<file path="src/hw/rtl/ggc_pkg.sv">
// Shared constants, types and helpers for the greedy graph coloring block.
package ggc_pkg;

  localparam int unsigned ID_W            = 12;   // vertex id field width
  localparam int unsigned COLOUR_OUT_W    = 8;    // color fields on the result
  localparam int unsigned DEF_VERTICES    = 4096;
  localparam int unsigned DEF_MAX_COLOURS = 256;

  // The free-color search looks at the mask in groups of this many colors.
  localparam int unsigned GROUP_W  = 16;
  localparam int unsigned GROUP_IW = $clog2(GROUP_W);

  // Identifies the vertex whose color an end-of-run item will write.
  typedef struct packed {
    logic [ID_W-1:0] vid;
    logic            ok;   // vid is inside the table
  } ggc_tag_t;

  // Lowest clear bit of a group; all-ones groups are flagged separately.
  function automatic logic [GROUP_IW-1:0] ggc_first_zero(input logic [GROUP_W-1:0] bits);
    logic [GROUP_IW-1:0] idx;
    idx = '0;
    for (int i = GROUP_W - 1; i >= 0; i--) begin
      if (!bits[i]) idx = GROUP_IW'(i);
    end
    return idx;
  endfunction

endpackage

</file>
<file path="src/hw/rtl/ggc_pick.sv">
// Two-step search for the lowest free color in a used-color mask.
module ggc_pick #(
  parameter int unsigned MAX_COLOURS = ggc_pkg::DEF_MAX_COLOURS,
  localparam int unsigned CI         = (MAX_COLOURS > 1) ? $clog2(MAX_COLOURS) : 1
) (
  input  logic                   clk_i,
  input  logic                   rst_ni,
  input  logic                   in_valid_i,
  output logic                   in_ready_o,
  input  logic [MAX_COLOURS-1:0] in_mask_i,
  input  ggc_pkg::ggc_tag_t      in_tag_i,
  output logic                   out_valid_o,
  input  logic                   out_ready_i,
  output logic [CI-1:0]          out_pick_o,
  output logic                   out_full_o,
  output ggc_pkg::ggc_tag_t      out_tag_o
);

  import ggc_pkg::*;

  localparam int unsigned NG  = (MAX_COLOURS + GROUP_W - 1) / GROUP_W;
  localparam int unsigned NGW = (NG > 1) ? $clog2(NG) : 1;
  localparam int unsigned PAD = NG * GROUP_W;

  logic [PAD-1:0]      padded;
  logic                valid_q;
  ggc_tag_t            tag_q;
  logic [NG-1:0]       free_q, free_d;
  logic [GROUP_IW-1:0] idx_q [NG];
  logic [GROUP_IW-1:0] idx_d [NG];
  logic [NGW-1:0]      sel;
  logic                any_free;

  // Colors past the top are padded as used so they are never picked.
  always_comb begin
    padded                  = '1;
    padded[MAX_COLOURS-1:0] = in_mask_i;
  end

  always_comb begin
    for (int g = 0; g < NG; g++) begin
      free_d[g] = ~&padded[g*GROUP_W +: GROUP_W];
      idx_d[g]  = ggc_first_zero(padded[g*GROUP_W +: GROUP_W]);
    end
  end

  assign in_ready_o = !valid_q || out_ready_i;

  always_ff @(posedge clk_i or negedge rst_ni) begin
    if (!rst_ni) begin
      valid_q <= 1'b0;
    end else if (in_ready_o) begin
      valid_q <= in_valid_i;
    end
  end

  always_ff @(posedge clk_i) begin
    if (in_ready_o && in_valid_i) begin
      free_q <= free_d;
      idx_q  <= idx_d;
      tag_q  <= in_tag_i;
    end
  end

  // Lowest group with a free color.
  always_comb begin
    sel      = '0;
    any_free = 1'b0;
    for (int g = NG - 1; g >= 0; g--) begin
      if (free_q[g]) begin
        sel      = NGW'(g);
        any_free = 1'b1;
      end
    end
  end

  assign out_valid_o = valid_q;
  assign out_full_o  = !any_free;
  assign out_pick_o  = any_free ? CI'({sel, idx_q[sel]}) : CI'(MAX_COLOURS - 1);
  assign out_tag_o   = tag_q;

endmodule

</file>
<file path="config.mk">
export PLATFORM = sky130hd
export DESIGN_NAME = ggc_pick
export DESIGN_NICKNAME = d
export VERILOG_FILES = /design/src/hw/rtl/ggc_pkg.sv /design/src/hw/rtl/ggc_pick.sv
export SDC_FILE = /design/constraint.sdc
export NUM_CORES = 1
export LEC_CHECK = 0
export BUFFER_PORTS_ARGS = -buffer_cell sky130_fd_sc_hd__buf_2
export CORE_ASPECT_RATIO = 1.4
export CORE_MARGIN = 2
export CORE_UTILIZATION = 47
export DETAILED_ROUTE_END_ITERATION = 8
export MAX_ROUTING_LAYER = met4
export PLACE_DENSITY = 0.81
export SYNTH_ARGS = -nofsm -noshare
export SYNTH_HDL_FRONTEND = slang
export SYNTH_SLANG_ARGS = --single-unit
</file>
<file path="constraint.sdc">
create_clock -name clk_i -period 4.1 [get_ports clk_i]
set_clock_uncertainty 0.1 [all_clocks]
set_input_delay 0.41 -clock clk_i [delete_from_list [all_inputs] [get_ports clk_i]]
set_output_delay 0.41 -clock clk_i [all_outputs]
set_load 0.02 [all_outputs]
</file>
==> results.sh, run 1 <==
export IMPL_hpwl_um=14040
export IMPL_dp_cells=1144
export IMPL_grt_setup_unrepaired="no"
export IMPL_netlist_area_sq_um=6178
export IMPL_clockBufferDepth=2
export IMPL_crit_buf_inv=1
export IMPL_port_buffers=296
export IMPL_cts_buffers=9
export IMPL_multi_input_area_sq_um=3089
export IMPL_crit_fanout=10
export IMPL_final_cell_mix="buf_2 (296), edfxtp_1 (93), nand2_1 (87)"
export IMPL_viasPerCell=5.574
export IMPL_fp_row_count=49
export IMPL_slew_limit_headroom=0.5114
export IMPL_slowest_stage="nor4_1"
export IMPL_async_flop_share=0.01064
export IMPL_ys_seq_elements=94
export IMPL_path_depth=8
export IMPL_hold_path_depth=1
export IMPL_peakVddDrop_mv=0.1668
export IMPL_fill_cells=1132
export IMPL_layout_commonest_cell="buf_2"
export IMPL_min_path_type="primary input to flop"
export IMPL_insertion_delay_ps=330
export IMPL_drt_iter0_drc=268
export IMPL_wl_per_cell_um=14.64
export IMPL_syn2layout_area_growth_pct=31.77
export IMPL_place_ws_ps=1056
export IMPL_cp_arrival_ps=2950
export IMPL_cts_resized=0
export IMPL_fin_crit_ps=3455
export IMPL_track_usage=0.2402
export IMPL_worst_slew_pin_slew_ps=733.0
export IMPL_setup_slack_ps=644.6
export IMPL_post_route_period_util=0.8428
export IMPL_grt_ovfl_total=0
export IMPL_syn_avg_cell_area_sq_um=8.877
export IMPL_initial_utilization=0.4799
export IMPL_cp_top_family="simple AND/OR/NAND/NOR gates"
export IMPL_fmax_mhz=289.4
export IMPL_die_x_um=100.9
export IMPL_grt_start_max_net_pins=58
export IMPL_antenna_found_initial=0
export IMPL_end_kind="output pin"
export IMPL_synth_cells=696
export IMPL_clk_pin_slew_ps=60
export IMPL_cts_htree_levels=3
export IMPL_grt_pass1_vias=6118
export IMPL_required_ps=3590
export IMPL_num_io_pins=297
export IMPL_startpoint_type="flop"
export IMPL_num_nets_final=1276
export IMPL_cts_num_sinks=94
export IMPL_die_area_sq_um=14090
export IMPL_drc=0
export IMPL_rr_worst_depth=3
export IMPL_ys_seq_area_frac=0.4561
export IMPL_drv_cap=0
export IMPL_firstDrtPassIters=5
export IMPL_vias=6471
export IMPL_hold_viol=0
export IMPL_setup_tns_ps=0
export IMPL_wirelength_um=17000
export IMPL_ant_nets=0
export IMPL_p_per_area_nw_per_um2=284.0
export IMPL_synth_edf_count=93
export IMPL_yosys_warnings=0
export IMPL_ys_types=40
export IMPL_n_antenna_cell=0
export IMPL_gp_congestion=0.8815
export IMPL_grt_pass1_wl_um=26600
export IMPL_synth_ff_type="edfxtp_1"
export IMPL_cpPeakStageDelay_ps=600
export IMPL_setup_viol_count_final=0
export IMPL_outcome="finished clean"
export IMPL_p_leak_nw=3.603
export IMPL_cts_tree="built"
export IMPL_seqCellArea_sq_um=2818
export IMPL_instances_no_fill=1161
export IMPL_die_h_um=139.7
export IMPL_root_buffer="clkbuf_16"
export IMPL_setup_worst_path_class="flop to output pin"
export IMPL_syn_nets=969
export IMPL_cp_cell_sequence="nor3b_1 -> o31ai_1 -> a31o_2 -> nand2_1 -> a211oi_1 -> nor4_1 -> o211a_1 -> buf_2"
export IMPL_core_area_sq_um=12870
export IMPL_finalMaxSlewViolations=0
export IMPL_drive_above_1_share=0.3165
-- repair_timing --
| action | 4_1_cts | 5_1_grt |
|---|---|---|
| hold endpoints to repair | 1 | 0 |
| buffers inserted | 0 | 0 |
| hold buffers | 1 | 0 |
-- synth_stat cells (4+ instances only) --
cell type  instances  area share
o211ai_1          16       0.019
edfxtp_1          93        0.45
nand2_1           87       0.053
a21boi_0          32       0.039
a221oi_1           8       0.011
nor2_1            56       0.034
o21ai_0           65       0.053
and3_1             9      0.0091
o22ai_1            5      0.0051
o211a_1            4      0.0065
nor3_1            35       0.028
a211oi_1           8      0.0097
a31oi_1           37       0.037
mux2i_1           16       0.026
nor2b_1           11       0.011
nand3_1           18       0.015
nand3b_1          15       0.018
a21oi_1           16       0.013
a41o_1            16       0.026
nand4_1           49       0.050
inv_1             68       0.041
nor4_1             8      0.0081
-- registers in the layout, summed over array words and instances (netlist names) --
register and cells:
free_q 16, idx_q 64, out_valid_o 1, out_tag_o 13
-- worst reg2reg max path: cells and delay by family, from the launching register on --
family | cells | cell delay (ps)
AND/OR/NAND/NOR | 2 | 740
flip-flops | 1 | 370
buffers and inverters | 1 | 430
-- routing by layer --
layer | up-vias | track usage | share of wire
met3 | 22 | 0.01708 | 0.042
met1 | 2931 | 0.2731 | 0.40
met2 | 204 | 0.4389 | 0.54
li1 | 3314 | - | -
met4 | 0 | 0.08179 | 0.020
met5 | - | - | 0
-- stage by stage --
stage                     hold WS [ps]  cell area, sq um    util  power, mW
final                            148.8              8142  0.6324      2.312
after global routing             143.6              8142  0.6324      2.414
after CTS                        136.4              8142  0.6324      2.326
after detailed placement         86.94              7850  0.6097      1.538
after global placement           85.82              7850  0.6097      1.533
after floorplan                  14.41              6178       -      1.309
-- worst paths after layout --
| path | slack (ps) | end | from |
|---|---|---|---|
| hold / removal | 150 | out_tag_o[12]$_DFFE_PP_ | in_tag_i[12] |
| hold reg to reg | 430 | out_valid_o$_DFFE_PN0N_ | out_valid_o$_DFFE_PN0N_ |
| setup reg to reg | 2150 | out_tag_o[2]$_DFFE_PP_ | out_valid_o$_DFFE_PN0N_ |
| min in group asynchronous | 290 | out_valid_o$_DFFE_PN0N_ | rst_ni |
| max in group asynchronous | 3520 | out_valid_o$_DFFE_PN0N_ | rst_ni |
| setup / recovery | 640 | out_pick_o[1] | free_q[8]$_DFFE_PP_ |
-- final cells by class --
cell class / instances / area share
Multi-Input combinational cell: 531 / 0.3794
Sequential cell: 94 / 0.3461
Timing Repair Buffer: 299 / 0.1850
Inverter: 68 / 0.03135
Clock buffer: 10 / 0.02812
Tap cell: 153 / 0.02351
Clock inverter: 6 / 0.006455
-- kinds of logic after synthesis --
kind of cell    after synthesis  synth area share
compound gates              216            0.2353
buf+inv                      71           0.04435
mux                          16           0.02592
flops                        94            0.4561
simple gates                299            0.2384
-- report_power, final --
part | internal, mW | switching [mW] | total (mW)
combinational | 0.179 | 0.212 | 0.391
clock | 0.465 | 0.325 | 0.790
sequential | 1.11 | 0.0190 | 1.13
Power figures use the tool's default switching activity.
==> run 2, diff against run 1 <==
- CORE_UTILIZATION: 47 -> 43
- PLACE_DENSITY: 0.81 -> 0.78
- clock period: 4.1 -> 3 ns (I/O delays scaled with it)
==> run 2 against run 1 <==
The run now ends with negative setup slack left. Combinational power grew 39%. Largest power group unchanged. First-iteration DRC count shrank 5.6%. Core utilization shrank 2.8 points. Hold slack lost 120 ps. Critical endpoint is now out_pick_o[3]. Register-to-register slack lost 900 ps.
==> results.sh, run 2 (synthesis results as in run 1) <==
export IMPL_outcome="complete, but fails checks"
export IMPL_failed_checks="negative setup slack"
export IMPL_gp_congestion=0.9324
export IMPL_layout_commonest_cell="buf_2"
export IMPL_die_h_um=145.8
export IMPL_fmax_mhz=332.4
export IMPL_num_nets_final=1286
export IMPL_antenna_found_initial=0
export IMPL_rr_worst_depth=3
export IMPL_cts_buffers=9
export IMPL_reg2reg_to="free_q[8]$_DFFE_PP_"
export IMPL_vias=6531
export IMPL_track_usage=0.2312
export IMPL_setup_slack_ps=-8.698
export IMPL_final_cell_area_sq_um=8439
export IMPL_insertion_delay_ps=330
export IMPL_instances_no_fill=1202
export IMPL_fp_row_count=51
export IMPL_p_leak_nw=3.701
export IMPL_n_antenna_cell=0
export IMPL_ant_nets=0
export IMPL_dp_cells=1178
export IMPL_setup_viol_count_final=2
export IMPL_slew_limit_headroom=0.6374
export IMPL_clk_pin_slew_ps=60
export IMPL_wirelength_um=17490
export IMPL_p_per_area_nw_per_um2=375.1
export IMPL_cts_num_sinks=94
export IMPL_grt_setup_unrepaired="yes"
export IMPL_min_path_type="primary input to flop"
export IMPL_initial_utilization=0.4421
export IMPL_firstDrtPassIters=5
export IMPL_drt_iter0_drc=253
export IMPL_worst_slew_pin_slew_ps=539.0
export IMPL_setup_tns_ps=-13.45
export IMPL_cts_tree="built"
export IMPL_drive_above_1_share=0.3432
export IMPL_port_buffers=296
export IMPL_crit_fanout=8
export IMPL_num_io_pins=297
export IMPL_cp_arrival_ps=2610
export IMPL_setup_worst_path_class="flop to output pin"
export IMPL_top_register="idx_q"
export IMPL_clockBufferDepth=2
export IMPL_die_x_um=105.3
export IMPL_root_buffer="clkbuf_16"
export IMPL_startpoint_type="flop"
export IMPL_drv_cap=0
export IMPL_place_area_sq_um=7918
export IMPL_worstSetupEndpoint="out_pick_o[3]"
export IMPL_grt_start_max_net_pins=60
export IMPL_hpwl_um=14190
export IMPL_viasPerCell=5.433
export IMPL_hold_viol=0
export IMPL_grt_pass1_wl_um=28270
export IMPL_die_area_sq_um=15360
export IMPL_drc=0
export IMPL_syn2layout_area_growth_pct=36.59
export IMPL_grt_ovfl_total=0
export IMPL_required_ps=2600
export IMPL_peakVddDrop_mv=0.2015
export IMPL_reg2reg_slack_ps=1250
export IMPL_end_kind="output pin"
export IMPL_fin_crit_ps=3009
export IMPL_wl_per_cell_um=14.55
export IMPL_core_area_sq_um=13970
export IMPL_grt_pass1_vias=6259
export IMPL_post_route_period_util=1.003
export IMPL_finalMaxSlewViolations=0
export IMPL_final_cell_mix="buf_2 (295), edfxtp_1 (93), nand2_1 (86)"
export IMPL_r2r_start="out_valid_o$_DFFE_PN0N_"
export IMPL_largest_reg_flops=64
export IMPL_cts_htree_levels=3
export IMPL_critPathLaunch="free_q[8]$_DFFE_PP_"
==> run 2: cell count changes in the layout (fill, tap and decap cells not counted), moves of 2 or more <==
cell / previous run / this run
nor4_2: 0 / 5
buf_12: 0 / 3
a221oi_2: 0 / 8
a221oi_1: 8 / 0
clkinv_2: 3 / 1
buf_4: 2 / 8
nor4_1: 8 / 3
==> run 2: critical path, cell delays in order, from the launching register on <==
cell and delay [ps]:
edfxtp_1 440, buf_4 180, o41ai_4 380, a2111o_2 360
a221oi_2 90, nor4_2 430, o211a_1 210, buf_2 170
==> run 2: how the worst min path moves through the flow <==
stage	startpoint	to	slack [ps]	cells after the start
after detailed placement	rst_ni	out_valid_o$_DFFE_PN0N_	-20	1
final	in_tag_i[3]	out_tag_o[3]$_DFFE_PP_	30	1
after global placement	rst_ni	out_valid_o$_DFFE_PN0N_	-20	1
after CTS	in_tag_i[3]	out_tag_o[3]$_DFFE_PP_	20	1
after floorplan	rst_ni	out_valid_o$_DFFE_PN0N_	-100	0
after global routing	in_tag_i[9]	out_tag_o[9]$_DFFE_PP_	20	1
==> run 2: final cells by class <==
class / instances / area (sq um)
multi-input combinational: 532 / 3238
clock buffer: 9 / 225.2
clock inverter: 6 / 53.80
tap: 185 / 231.5
inverter: 68 / 255.2
sequential: 94 / 2818
timing repair buffer: 308 / 1618
fill: 1247 / 5535
==> run 2: power breakdown <==
part	internal (mW)	switching (mW)
combinational	0.251	0.294
sequential	1.52	0.0259
clock	0.630	0.445
total	2.40	0.765
==> run 2: timing repair <==
item / CTS / global route
pin swaps: 13 / 5
gates cloned: 1 / 0
hold buffers: 1 / 0
setup buffers: 6 / 2
resized for setup: 24 / 5
setup endpoints to repair: 4 / 4
endpoints found under the hold margin: 1 / 0
==> run 2: metal layers <==
layer  vias to the layer above  global-route usage  part of all wire  wire length (um)
met5                         -                   -                 0                 0
met4                         0              0.1107             0.033               571
met3                        40             0.02597             0.045               781
met2                       210              0.4058              0.53              9217
met1                      2944              0.2592              0.40              6916
li1                       3337                   -                 -                 -
==> run 2: per-stage QoR <==
step / worst slack (ps) / power (mW) / hold WS [ps] / utilization
after global routing: -94.48 / 3.307 / 24.97 / 0.6039
after detailed placement: 125.9 / 2.106 / -24.18 / 0.5666
after floorplan: 555.1 / 1.786 / -95.59 / -
final: -8.698 / 3.166 / 33.24 / 0.6039
after CTS: 6.324 / 3.189 / 22.85 / 0.6013
after global placement: 165.6 / 2.097 / -24.86 / 0.5666
